--- src/cti_pkg.sv ---
package cti_pkg;

    localparam int COEF_W = 48;
    localparam int DATA_W = 32;

    localparam logic [1:0] STATUS_OK   = 2'd0;
    localparam logic [1:0] STATUS_ZERO = 2'd1;
    localparam logic [1:0] STATUS_SAT  = 2'd2;

    localparam logic [COEF_W-1:0] COEF_LIM = {1'b0, {(COEF_W-1){1'b1}}};

    // datapath operations
    typedef enum logic [3:0] {
        OP_NONE,
        OP_LOAD_D,      // acc <- pf - p0
        OP_DIV_START,   // start divider on acc
        OP_DIV_TAKE,    // acc <- quotient
        OP_MK_A2,       // acc <- 3u - 2v0 - vf, keep u
        OP_STORE_A2,    // a2 <- quotient
        OP_MK_W,        // acc <- v0 + vf - 2u
        OP_HORNER_INIT, // h <- a3 of current axis
        OP_MUL_START,   // product register <- low 32 bits of |h| * s
        OP_MUL_HI,      // product register += high bits of |h| * s
        OP_HORNER_ADD,  // h <- lim(coef + mul)
        OP_POS_TAKE     // position of current axis <- lim32(h)
    } op_t;

    typedef struct packed {
        op_t        op;
        logic [1:0] axis;
        logic [1:0] term;
        logic       wr_coef;
        logic       clear;
    } dp_cmd_t;

    typedef struct packed {
        logic div_done;
    } dp_sts_t;

    typedef enum logic [3:0] {
        ST_IDLE,
        ST_PLAN_D,
        ST_DIV_U,
        ST_WAIT_U,
        ST_MK_A2,
        ST_WAIT_A2,
        ST_MK_W,
        ST_WAIT_W,
        ST_WAIT_A3,
        ST_EVAL_INIT,
        ST_EVAL_MUL,
        ST_EVAL_MULHI,
        ST_EVAL_ADD,
        ST_EVAL_POS,
        ST_OUT
    } state_t;

endpackage

--- src/cti_ctrl.sv ---
module cti_ctrl
    import cti_pkg::*;
#(
    parameter int NUM_LEGS = 2,
    parameter int NUM_AXES = 3
) (
    input  logic       aclk,
    input  logic       aresetn,
    input  logic       s_valid,
    output logic       s_ready,
    input  logic       s_action,
    input  logic       s_leg,
    input  logic [1:0] s_axis,
    input  logic       zero_dur,
    output logic       load,
    output dp_cmd_t    cmd,
    input  dp_sts_t    sts,
    input  logic       sat_flag,
    output logic       m_valid,
    input  logic       m_ready,
    output logic [1:0] m_status
);

    state_t     state_reg, state_next;
    logic [1:0] axis_reg, axis_next;
    logic [1:0] term_reg, term_next;
    logic [1:0] status_reg, status_next;
    logic       mvalid_reg, mvalid_next;
    logic       zero_reg, zero_next;
    logic       accept;
    logic       leg_ok, axis_ok;
    logic       restart_reg;

    assign accept  = s_valid && s_ready;
    assign s_ready = (state_reg == ST_IDLE) && !mvalid_reg;
    assign load    = accept;
    assign leg_ok  = (32'(s_leg) < NUM_LEGS);
    assign axis_ok = (32'(s_axis) < NUM_AXES);

    // next state
    always_comb begin
        state_next  = state_reg;
        axis_next   = axis_reg;
        term_next   = term_reg;
        zero_next   = zero_reg;
        unique case (state_reg)
            ST_IDLE: begin
                if (accept) begin
                    axis_next = s_axis;
                    zero_next = 1'b0;
                    if (!leg_ok) begin
                        state_next = ST_OUT;
                    end else if (!s_action) begin
                        if (!axis_ok) begin
                            state_next = ST_OUT;
                        end else if (zero_dur) begin
                            zero_next  = 1'b1;
                            state_next = ST_OUT;
                        end else begin
                            state_next = ST_PLAN_D;
                        end
                    end else begin
                        axis_next  = 2'd0;
                        state_next = ST_EVAL_INIT;
                    end
                end
            end
            ST_PLAN_D:  state_next = ST_DIV_U;
            ST_DIV_U:   state_next = ST_WAIT_U;
            ST_WAIT_U:  if (sts.div_done) state_next = ST_MK_A2;
            ST_MK_A2:   state_next = ST_WAIT_A2;
            ST_WAIT_A2: if (sts.div_done) state_next = ST_MK_W;
            ST_MK_W:    state_next = ST_WAIT_W;
            ST_WAIT_W:  if (sts.div_done) state_next = ST_WAIT_A3;
            ST_WAIT_A3: if (sts.div_done) state_next = ST_OUT;
            ST_EVAL_INIT: begin
                term_next  = 2'd2;
                state_next = ST_EVAL_MUL;
            end
            ST_EVAL_MUL:   state_next = ST_EVAL_MULHI;
            ST_EVAL_MULHI: state_next = ST_EVAL_ADD;
            ST_EVAL_ADD: begin
                if (term_reg == 2'd0) begin
                    state_next = ST_EVAL_POS;
                end else begin
                    term_next  = term_reg - 2'd1;
                    state_next = ST_EVAL_MUL;
                end
            end
            ST_EVAL_POS: begin
                if (32'(axis_reg) + 1 >= NUM_AXES) begin
                    state_next = ST_OUT;
                end else begin
                    axis_next  = axis_reg + 2'd1;
                    state_next = ST_EVAL_INIT;
                end
            end
            ST_OUT:  state_next = ST_IDLE;
            default: state_next = ST_IDLE;
        endcase
    end

    // datapath commands; each divider start follows an operand build
    always_comb begin
        cmd         = '0;
        cmd.op      = OP_NONE;
        cmd.axis    = axis_reg;
        cmd.term    = term_reg;
        mvalid_next = mvalid_reg;
        status_next = status_reg;
        if (mvalid_reg && m_ready) mvalid_next = 1'b0;
        unique case (state_reg)
            ST_IDLE:      cmd.clear = accept;
            ST_PLAN_D:    cmd.op = OP_LOAD_D;
            ST_DIV_U:     cmd.op = OP_DIV_START;
            ST_WAIT_U: begin
                if (sts.div_done) begin
                    cmd.op   = OP_DIV_TAKE;
                    cmd.term = 2'd0;
                end
            end
            ST_MK_A2:     cmd.op = OP_MK_A2;
            ST_WAIT_A2: begin
                if (sts.div_done) begin
                    cmd.op = OP_STORE_A2;
                end else if (restart_reg) begin
                    cmd.op = OP_DIV_START;
                end
            end
            ST_MK_W:      cmd.op = OP_MK_W;
            ST_WAIT_W: begin
                if (sts.div_done) begin
                    cmd.op   = OP_DIV_TAKE;
                    cmd.term = 2'd1;
                end else if (restart_reg) begin
                    cmd.op = OP_DIV_START;
                end
            end
            ST_WAIT_A3: begin
                if (sts.div_done) begin
                    cmd.op      = OP_DIV_TAKE;
                    cmd.term    = 2'd1;
                    cmd.wr_coef = 1'b1;
                end else if (restart_reg) begin
                    cmd.op = OP_DIV_START;
                end
            end
            ST_EVAL_INIT: begin
                cmd.op   = OP_HORNER_INIT;
                cmd.term = 2'd3;
            end
            ST_EVAL_MUL:   cmd.op = OP_MUL_START;
            ST_EVAL_MULHI: cmd.op = OP_MUL_HI;
            ST_EVAL_ADD:   cmd.op = OP_HORNER_ADD;
            ST_EVAL_POS:   cmd.op = OP_POS_TAKE;
            ST_OUT: begin
                mvalid_next = 1'b1;
                status_next = zero_reg ? STATUS_ZERO : (sat_flag ? STATUS_SAT : STATUS_OK);
            end
            default: cmd.op = OP_NONE;
        endcase
    end

    // divider restarts on the fresh accumulator in the first cycle of each later wait
    always_ff @(posedge aclk) begin
        if (!aresetn) begin
            state_reg   <= ST_IDLE;
            mvalid_reg  <= 1'b0;
            restart_reg <= 1'b0;
        end else begin
            state_reg   <= state_next;
            mvalid_reg  <= mvalid_next;
            restart_reg <= (state_reg == ST_MK_A2) || (state_reg == ST_MK_W) ||
                           ((state_reg == ST_WAIT_W) && sts.div_done);
        end
        axis_reg   <= axis_next;
        term_reg   <= term_next;
        zero_reg   <= zero_next;
        status_reg <= status_next;
    end

    assign m_valid  = mvalid_reg;
    assign m_status = status_reg;

    // a result is held until taken
    assert property (@(posedge aclk) disable iff (!aresetn)
        m_valid && !m_ready |=> m_valid)
        else $error("result dropped while stalled");
    // no new item while a result is pending
    assert property (@(posedge aclk) disable iff (!aresetn)
        m_valid |-> !s_ready)
        else $error("input taken while result pending");
    // later divides start only at the head of a wait
    assert property (@(posedge aclk) disable iff (!aresetn)
        restart_reg |-> (state_reg == ST_WAIT_A2 || state_reg == ST_WAIT_W ||
                         state_reg == ST_WAIT_A3))
        else $error("divide restart outside a wait");

endmodule

--- config.mk ---
export PLATFORM = sky130hd
export DESIGN_NAME = cti_ctrl
export DESIGN_NICKNAME = d
export VERILOG_FILES = /design/src/cti_pkg.sv /design/src/cti_ctrl.sv
export SDC_FILE = /design/constraint.sdc
export NUM_CORES = 1
export LEC_CHECK = 0
export ABC_AREA = 1
export CORE_MARGIN = 2
export CORE_UTILIZATION = 33
export CTS_BUF_LIST = sky130_fd_sc_hd__clkbuf_4
export DETAILED_ROUTE_END_ITERATION = 7
export DONT_BUFFER_PORTS = 1
export GPL_TIMING_DRIVEN = 0
export SYNTH_ARGS = -nofsm -noshare
export SYNTH_HDL_FRONTEND = slang
export SYNTH_SLANG_ARGS = --single-unit
export TNS_END_PERCENT = 50
--- constraint.sdc ---
create_clock -name aclk -period 2.9 [get_ports aclk]
set_clock_uncertainty 0.2 [all_clocks]
set_input_delay 0.58 -clock aclk [delete_from_list [all_inputs] [get_ports aclk]]
set_output_delay 0.58 -clock aclk [all_outputs]
set_load 0.05 [all_outputs]
### Word level (Yosys, flattened, before mapping)

Cells that the tools add are included.

| cells by class | value |
|---|---|
| eq/ne operators | 21 |
| shift operators | 0 |
| add/sub/neg operators | 3 |
| reductions and logical operators | 18 |
| order comparisons | 2 |
| div/mod/pow operators | 0 |
| bitwise operators | 1 |
| mux-type cells | 32 |
| multiply operators | 0 |

Operators with widths:

| kind | number |
|---|---|
| $pmux 4 s14 | 1 |
| $pmux 4 s12 | 1 |
| $mux 4 | 10 |
| $eq 4x4->1 const B | 7 |
| $mux 2 | 9 |
| $eq 4x3->1 const B | 4 |
| $ne 2x2->1 const B | 7 |
| $mux 3 | 3 |
| $eq 4x2->1 const B | 2 |
| $pmux 2 s2 | 2 |
| $pmux 2 s4 | 1 |
| $reduce_bool 2->1 | 3 |
| $mux 1 | 5 |
| $reduce_and 5->1 | 1 |
| $eq 4x1->1 const B | 1 |
| $logic_and 1x1->1 | 4 |
| $logic_not 4->1 | 1 |
| $reduce_and 2->1 | 2 |
| $reduce_or 2->1 | 2 |
| $add 2x1->3 const B | 1 |
| $ge 3x2->1 const B | 1 |
| $reduce_and 3->1 | 1 |
| $add 2x1->2 const B | 1 |
| $logic_not 2->1 | 1 |
| other kinds (5) | 6 |

| storage, ports and cells | value |
|---|---|
| latch bits | 0 |
| output and inout port bits | 15 |
| word-level logic and storage cells | 84 |
| ROM bits | 0 |
| memory bits (writable) | 0 |
| flip-flop bits (word level) | 13 |
| memories kept | 0 |
| input bits | 11 |

### Longest topological paths before layout

Gate-level depths: netlist (run 1).

| depth | value |
|---|---|
| word-level depth | 5 |
| depth in mapped cells | 10 |
| depth with buffers taken out | 10 |

### Worst setup path before layout (run 1)

OpenSTA, ideal clock, no wires.

| path | value |
|---|---|
| kind | flip-flop to output port |
| from | reg state_reg[1] |
| to | out cmd[0] (netlist bit) |
| required time | 2.120 ns |
| path slack | 0.179 ns |
| data arrival time | 1.941 ns |
| cell stages (with the launch flop) | 6 |
| path through | dfxtp_1 > nor2_4 > nand2_4 > nor2_1 > nand2_1 > inv_1 |

RTL lines:

| element | line | text |
|---|---|---|
| start: declaration | cti_ctrl.sv:24 | `state_t state_reg, state_next;` |
| start signal: assignment | cti_ctrl.sv:171 | `state_reg <= state_next;` |
| end: declaration | cti_ctrl.sv:16 | `output dp_cmd_t cmd,` |

==> impl_metrics.json, run 1 <==
{
  "worst_supply_voltage_drop_on_vdd_uv": 514.4,
  "final_routed_drc_violation_total": 1,
  "post_dp_cell_area_um2": 1027,
  "worstSetupPathType": "register to primary output",
  "rsz0062_at_grt": "no",
  "number_of_detailed_route_iterations_in_the_first_pass": 6,
  "clk-insertion-delay-late_ns": 0.29,
  "die_w_um": 58.73,
  "grt_max_degree": 9,
  "initial_utilization": 0.3524,
  "layout_min_cycle_time_ns": 2.726,
  "postSynthRegisterBits": 13,
  "synth_async_sr_flop_share": 0,
  "post_synth_instance_area_um2": 988.4,
  "violations": "design-rule violations",
  "cp.required_ns": 2.12,
  "power_mw": 1.308,
  "viasPerCell": 5.102,
  "ys_types": 21,
  "hold_start": "sts",
  "post-route-period-util": 0.9401,
  "core_um2": 2805,
  "synth_top_cells_by_area": "edfxtp_1 21%, nand2_1 17%, dfxtp_1 12%",
  "timing.reg2reg.worst_path_depth": 5,
  "htree_levels": 1,
  "maxSlewHeadroom": 0.4163,
  "globalRoute.totalOverflow": 0,
  "sequential_share_of_the_synthesized_area": 0.3342,
  "numCtsBuffers": 3,
  "max-clock-path-buffers": 2,
  "run_status": "complete, but fails checks",
  "routed_wire_length_per_instance_um": 11.94,
  "pre_cts_slack_ns": -0.04744,
  "tritoncts_num_sinks": 13,
  "syn_avg_cell_area_um2": 6.503,
  "synth-edff-count": 7,
  "timing.rr.start": "state_reg[1]$_SDFFE_PN0P_",
  "max_slew.worst_pin.slew_ns": 0.8723,
  "layout-drive-gt1-share": 0.1731,
  "cts_hold_repair.buffers": 0,
  "power_leakage_nw": 0.5487,
  "post-synth-top-count-cell": "nand2_1",
  "detail_placement_hpwl_um": 1819,
  "critical_path_arrival_ns": 1.95,
  "synthTopCellsByCount": "46 x nand2_1, 20 x inv_1, 17 x nor2_1, 10 x nand3_1, 8 x a21oi_1",
  "setup-violations-final": 0,
  "synth_fp_nets": 166,
  "number_of_core_rows": 19,
  "timing.max_cap.violations": 0,
  "routed_wl_um": 2232,
  "hold-path-cell-count": 2,
  "flow.area_growth_from_synthesis_pct": 7.468,
  "antenna_violations_before_repair": 0,
  "fmaxAchievable_ghz": 0.3668,
  "critical_path_peak_fanout": 7,
  "io_buffers": 0,
  "synth.largest_area_cell": "edfxtp_1",
  "yosysTopAreaCellShare": 0.2127,
  "starting_drc_count_in_detailed_routing": 37,
  "yosys_most_used_dff": "edfxtp_1",
  "startpoint_class_of_the_critical_path": "register",
  "min_setup_slack_post_route_ns": 0.1736,
  "cts_tree": "done",
  "synthCells": 152,
  "min_path_type": "input pin to register",
  "num-fill-cells": 323,
  "final-instance-count-excl-fill": 187,
  "vias": 954,
  "ant_nets": 0,
  "dieHeight_um": 58.73,
  "grt_first_pass_wirelength_um": 3808,
  "finalHoldViolations": 0,
  "power_per_cell_area_nw_per_um2": 1232,
  "largest_reg_flops": 4,
  "postLayoutCellArea_um2": 1062,
  "total_routing_usage_gr": 0.1437,
  "cp-end-kind": "primary output",
  "synthesis.yosys.warnings": 0,
  "floorplan.io_pins": 26,
  "clkSlewWorstSetupHoldPaths_ns": 0.10,
  "critPathLaunch": "state_reg[1]$_SDFFE_PN0P_",
  "slew_violations": 0,
  "n_antenna_cell": 0,
  "die-area_um2": 3449,
  "clock_tree.root_cell": "clkbuf_4",
  "gp_routability_congestion": 0.9226,
  "design.final.nets": 171,
  "dp_cells": 183,
  "first_global_vias": 906
}
==> power by group <==
part	internal (mW)	switching [mW]	total, mW
Clock	0.0513	0.0696	0.121
Combinational	0.193	0.663	0.856
Sequential	0.243	0.0880	0.331
==> critical path, cell delays in order (launching register included) <==
cell and delay, ns:
dfxtp_1 0.41, nor2_4 0.28, nand2_4 0.10, nor2_4 0.30, nand2_1 0.18, inv_1 0.39
==> final timing paths <==
kind	slack [ns]	end
min	0.22	restart_reg$_SDFF_PN0_
max	0.17	cmd[0]
min reg2reg	0.27	m_status[0]$_SDFFCE_PP1P_
max reg2reg	0.71	zero_reg$_SDFFCE_PP0P_
==> metrics by stage <==
| stage | utilization | setup TNS (ns) | hold slack, ns |
|---|---|---|---|
| 6_report | 0.3787 | 0 | 0.2220 |
| 5_1_grt | 0.3787 | 0 | 0.2240 |
| 2_1_floorplan | - | 0 | 0.2272 |
| 3_5_place_dp | 0.3662 | -0.06754 | 0.2519 |
| 4_1_cts | 0.3787 | 0 | 0.2211 |
| 3_3_place_gp | 0.3662 | -0.07541 | 0.2528 |
==> cells in the final DEF (no fill, tap or decap) <==
cell type,Yosys,routed
inv_2,7,7
clkbuf_4,0,3
nand3_2,2,2
nand2_1,46,46
clkinv_2,1,2
o21ai_0,6,6
o21ai_1,3,3
nand2_2,4,4
dfxtp_1,6,6
ha_1,3,3
a22oi_1,1,1
nand3b_1,1,1
nand2_4,2,2
a21oi_1,8,8
nor2_4,1,2
nor2_1,17,16
inv_1,20,20
nand3_1,10,10
edfxtp_1,7,7
a21oi_2,2,2
nand4_1,2,2
nor2_2,3,3
==> repair_timing <==
action | 4_1_cts | 5_1_grt
setup endpoints to repair | 2 | 0
setup buffers | 0 | 0
resized for setup | 2 | 0
==> cell type report <==
cell class	count	area (um^2)	share of cell area
clock buffer	3	22.52	0.02120
clock inverter	1	5.005	0.004711
inverter	28	106.4	0.1001
multi-input combinational	111	559.3	0.5265
sequential	13	330.3	0.3110
tap	31	38.79	0.03651
==> kinds of logic after synthesis <==
logic type,synth area share
flip-flops,0.3342
adder cells (fa/ha/maj),0.03798
AO/OA/AOI/OAI,0.1114
buffers and inverters,0.1076
AND/OR/NAND/NOR,0.4089
==> layer usage <==
metal  up-vias  track usage  part of all wire
li1        489            -                 -
met1       438       0.1739              0.45
met2        23       0.2397              0.48
met3         4      0.04396             0.053
met4         0      0.05195             0.018
met5         -            0                 0
No activity file was read; power rests on OpenSTA's default activity.
==> run 2: changes to the inputs <==
SETUP_SLACK_MARGIN = 0.5   (was not set)
==> impl_metrics.json, run 2 (synthesis gave the netlist of run 1 again) <==
{
  "cts_hold_repair.buffers": 0,
  "viasPerCell": 4.950,
  "dp_cells": 183,
  "maxSlewHeadroom": 0.4090,
  "die-area_um2": 3449,
  "antenna_violations_before_repair": 0,
  "run_status": "finished clean",
  "flow.area_growth_from_synthesis_pct": 25.82,
  "cp_cell_sequence": "inv_4 > nor2_4 > nand2_4 > inv_4 > nor2_2 > o21ai_1 > nand2_1 > nand4_1",
  "max-clock-path-buffers": 2,
  "dieHeight_um": 58.73,
  "cp_num_buf_inv": 2,
  "r2r_end": "state_reg[3]$_SDFFE_PN0P_",
  "final_routed_drc_violation_total": 0,
  "p_sw_mw": 0.9332,
  "max_slew.worst_pin.slew_ns": 0.8833,
  "power.clock.fraction": 0.080,
  "vias": 985,
  "postLayoutCellArea_um2": 1244,
  "die_w_um": 58.73,
  "startpoint_class_of_the_critical_path": "register",
  "total_routing_usage_gr": 0.1670,
  "starting_drc_count_in_detailed_routing": 46,
  "setup-violations-final": 0,
  "worst_path_max_delay_cell": "nand4_1",
  "worst_supply_voltage_drop_on_vdd_uv": 725.1,
  "number_of_core_rows": 19,
  "layout-drive-gt1-share": 0.3214,
  "sequentialPowerShare": 0.232,
  "critPathLaunch": "state_reg[3]$_SDFFE_PN0P_",
  "finalHoldViolations": 0,
  "final-instance-count-excl-fill": 199,
  "clkSlewWorstSetupHoldPaths_ns": 0.10,
  "routed_wire_length_per_instance_um": 13.34,
  "timing.max_cap.violations": 0,
  "htree_levels": 1,
  "first_global_vias": 930,
  "cp-end-kind": "primary output",
  "core_um2": 2805,
  "globalRoute.totalOverflow": 0,
  "min_path_type": "input pin to register",
  "n_antenna_cell": 0,
  "io_buffers": 0,
  "power.internal_mw": 0.6407,
  "worst_case_hold_path_end_point": "restart_reg$_SDFF_PN0_",
  "worstSetupPathType": "register to primary output",
  "design.final.nets": 183,
  "largest_reg_flops": 4,
  "clk-insertion-delay-late_ns": 0.29,
  "fmaxAchievable_ghz": 0.4023,
  "crit_path_frequent_cell": "inv_4",
  "critical_path_peak_fanout": 5,
  "power_mw": 1.574,
  "grt_max_degree": 9,
  "combPwrFrac": 0.688,
  "timing.reg2reg.worst_path_depth": 9,
  "clock_tree.root_cell": "clkbuf_4",
  "timing.rr.start": "state_reg[3]$_SDFFE_PN0P_",
  "detail_placement_hpwl_um": 1905,
  "initial_utilization": 0.3524,
  "rsz0062_at_grt": "yes",
  "critical_path_arrival_ns": 1.71,
  "number_of_detailed_route_iterations_in_the_first_pass": 6,
  "numCtsBuffers": 3,
  "swShare": 0.5929,
  "layout_min_cycle_time_ns": 2.486,
  "post_dp_cell_area_um2": 1035,
  "slew_violations": 0,
  "final_common_cell": "nand2_1",
  "reg2reg_setup_slack_ns": 1.00,
  "finalSetupTns_ns": 0,
  "gp_routability_congestion": 0.8928,
  "worst_path_largest_cell_delay_ns": 0.45,
  "num-fill-cells": 292,
  "hold-path-cell-count": 2,
  "layout_common_cells": "41 x nand2_1, 18 x inv_1, 13 x nor2_1",
  "cts_tree": "done",
  "floorplan.io_pins": 26,
  "power_leakage_nw": 0.6210,
  "hold_start": "sts",
  "post-route-period-util": 0.8572,
  "grt_first_pass_wirelength_um": 4340,
  "hold-worst-slack_ns": 0.2367,
  "routed_wl_um": 2654,
  "power_per_cell_area_nw_per_um2": 1266,
  "ant_nets": 0,
  "path_delay_family": "simple AND/OR/NAND/NOR gates",
  "tritoncts_num_sinks": 13,
  "cp.required_ns": 2.12
}
run 2: cell count changes in the layout (fill, tap and decap cells not counted), moves of 3 or more:
| cell | before | now |
|---|---|---|
| buf_4 | 0 | 12 |
| nand2_1 | 46 | 41 |
| dfxtp_1 | 6 | 2 |
| dfxtp_4 | 0 | 4 |
| nand2_4 | 2 | 6 |
| nor2_4 | 2 | 6 |
| nor2_1 | 16 | 13 |
run 2: how the worst max path moves through the flow:
stage,to,depth (start not counted)
4_1_cts,cmd[7],8
6_report,cmd[7],8
3_5_place_dp,cmd[0],5
2_1_floorplan,cmd[0],5
3_3_place_gp,cmd[0],5
5_1_grt,cmd[7],8
run 2: layout make-up:
cell class                      instances  area (um^2)  share of cell area
Sequential cell                        13        345.3              0.2777
Tap cell                               31        38.79             0.03119
Timing Repair Buffer                   12        90.09             0.07243
Inverter                               28        118.9             0.09557
Multi-Input combinational cell        111        623.1              0.5010
Clock inverter                          1        5.005            0.004024
Clock buffer                            3        22.52             0.01811
run 2: per-stage QoR:
| stage | worst slack, ns | util |
|---|---|---|
| 2_1_floorplan | 0.6489 | - |
| 3_3_place_gp | 0.4590 | 0.3689 |
| 3_5_place_dp | 0.4575 | 0.3689 |
| 4_1_cts | 0.4298 | 0.4318 |
| 5_1_grt | 0.3331 | 0.4434 |
| 6_report | 0.4141 | 0.4434 |
run 2: power by group through the flow:
stage	clock, mW	combinational, mW	sequential (mW)
final	0.126	1.08	0.365
after detailed placement	0	0.864	0.334
after global placement	0	0.863	0.333
after floorplan	0	0.760	0.320
after global routing	0.137	1.17	0.372
after CTS	0.128	1.03	0.361
run 2: timing repair:
item,CTS,global route
setup buffers,10,2
pin swaps,8,2
cloned,0,0
endpoints found under the setup margin,8,8
resized for setup,25,5
run 2: per-layer routing:
layer | global-route usage | up-vias | part of all wire | routed length, um
met5 | 0 | - | 0 | 0
met4 | 0.06818 | 0 | 0.0098 | 26
met3 | 0.03297 | 2 | 0.038 | 101
met2 | 0.2635 | 19 | 0.49 | 1295
met1 | 0.2228 | 452 | 0.46 | 1230
li1 | - | 512 | - | -
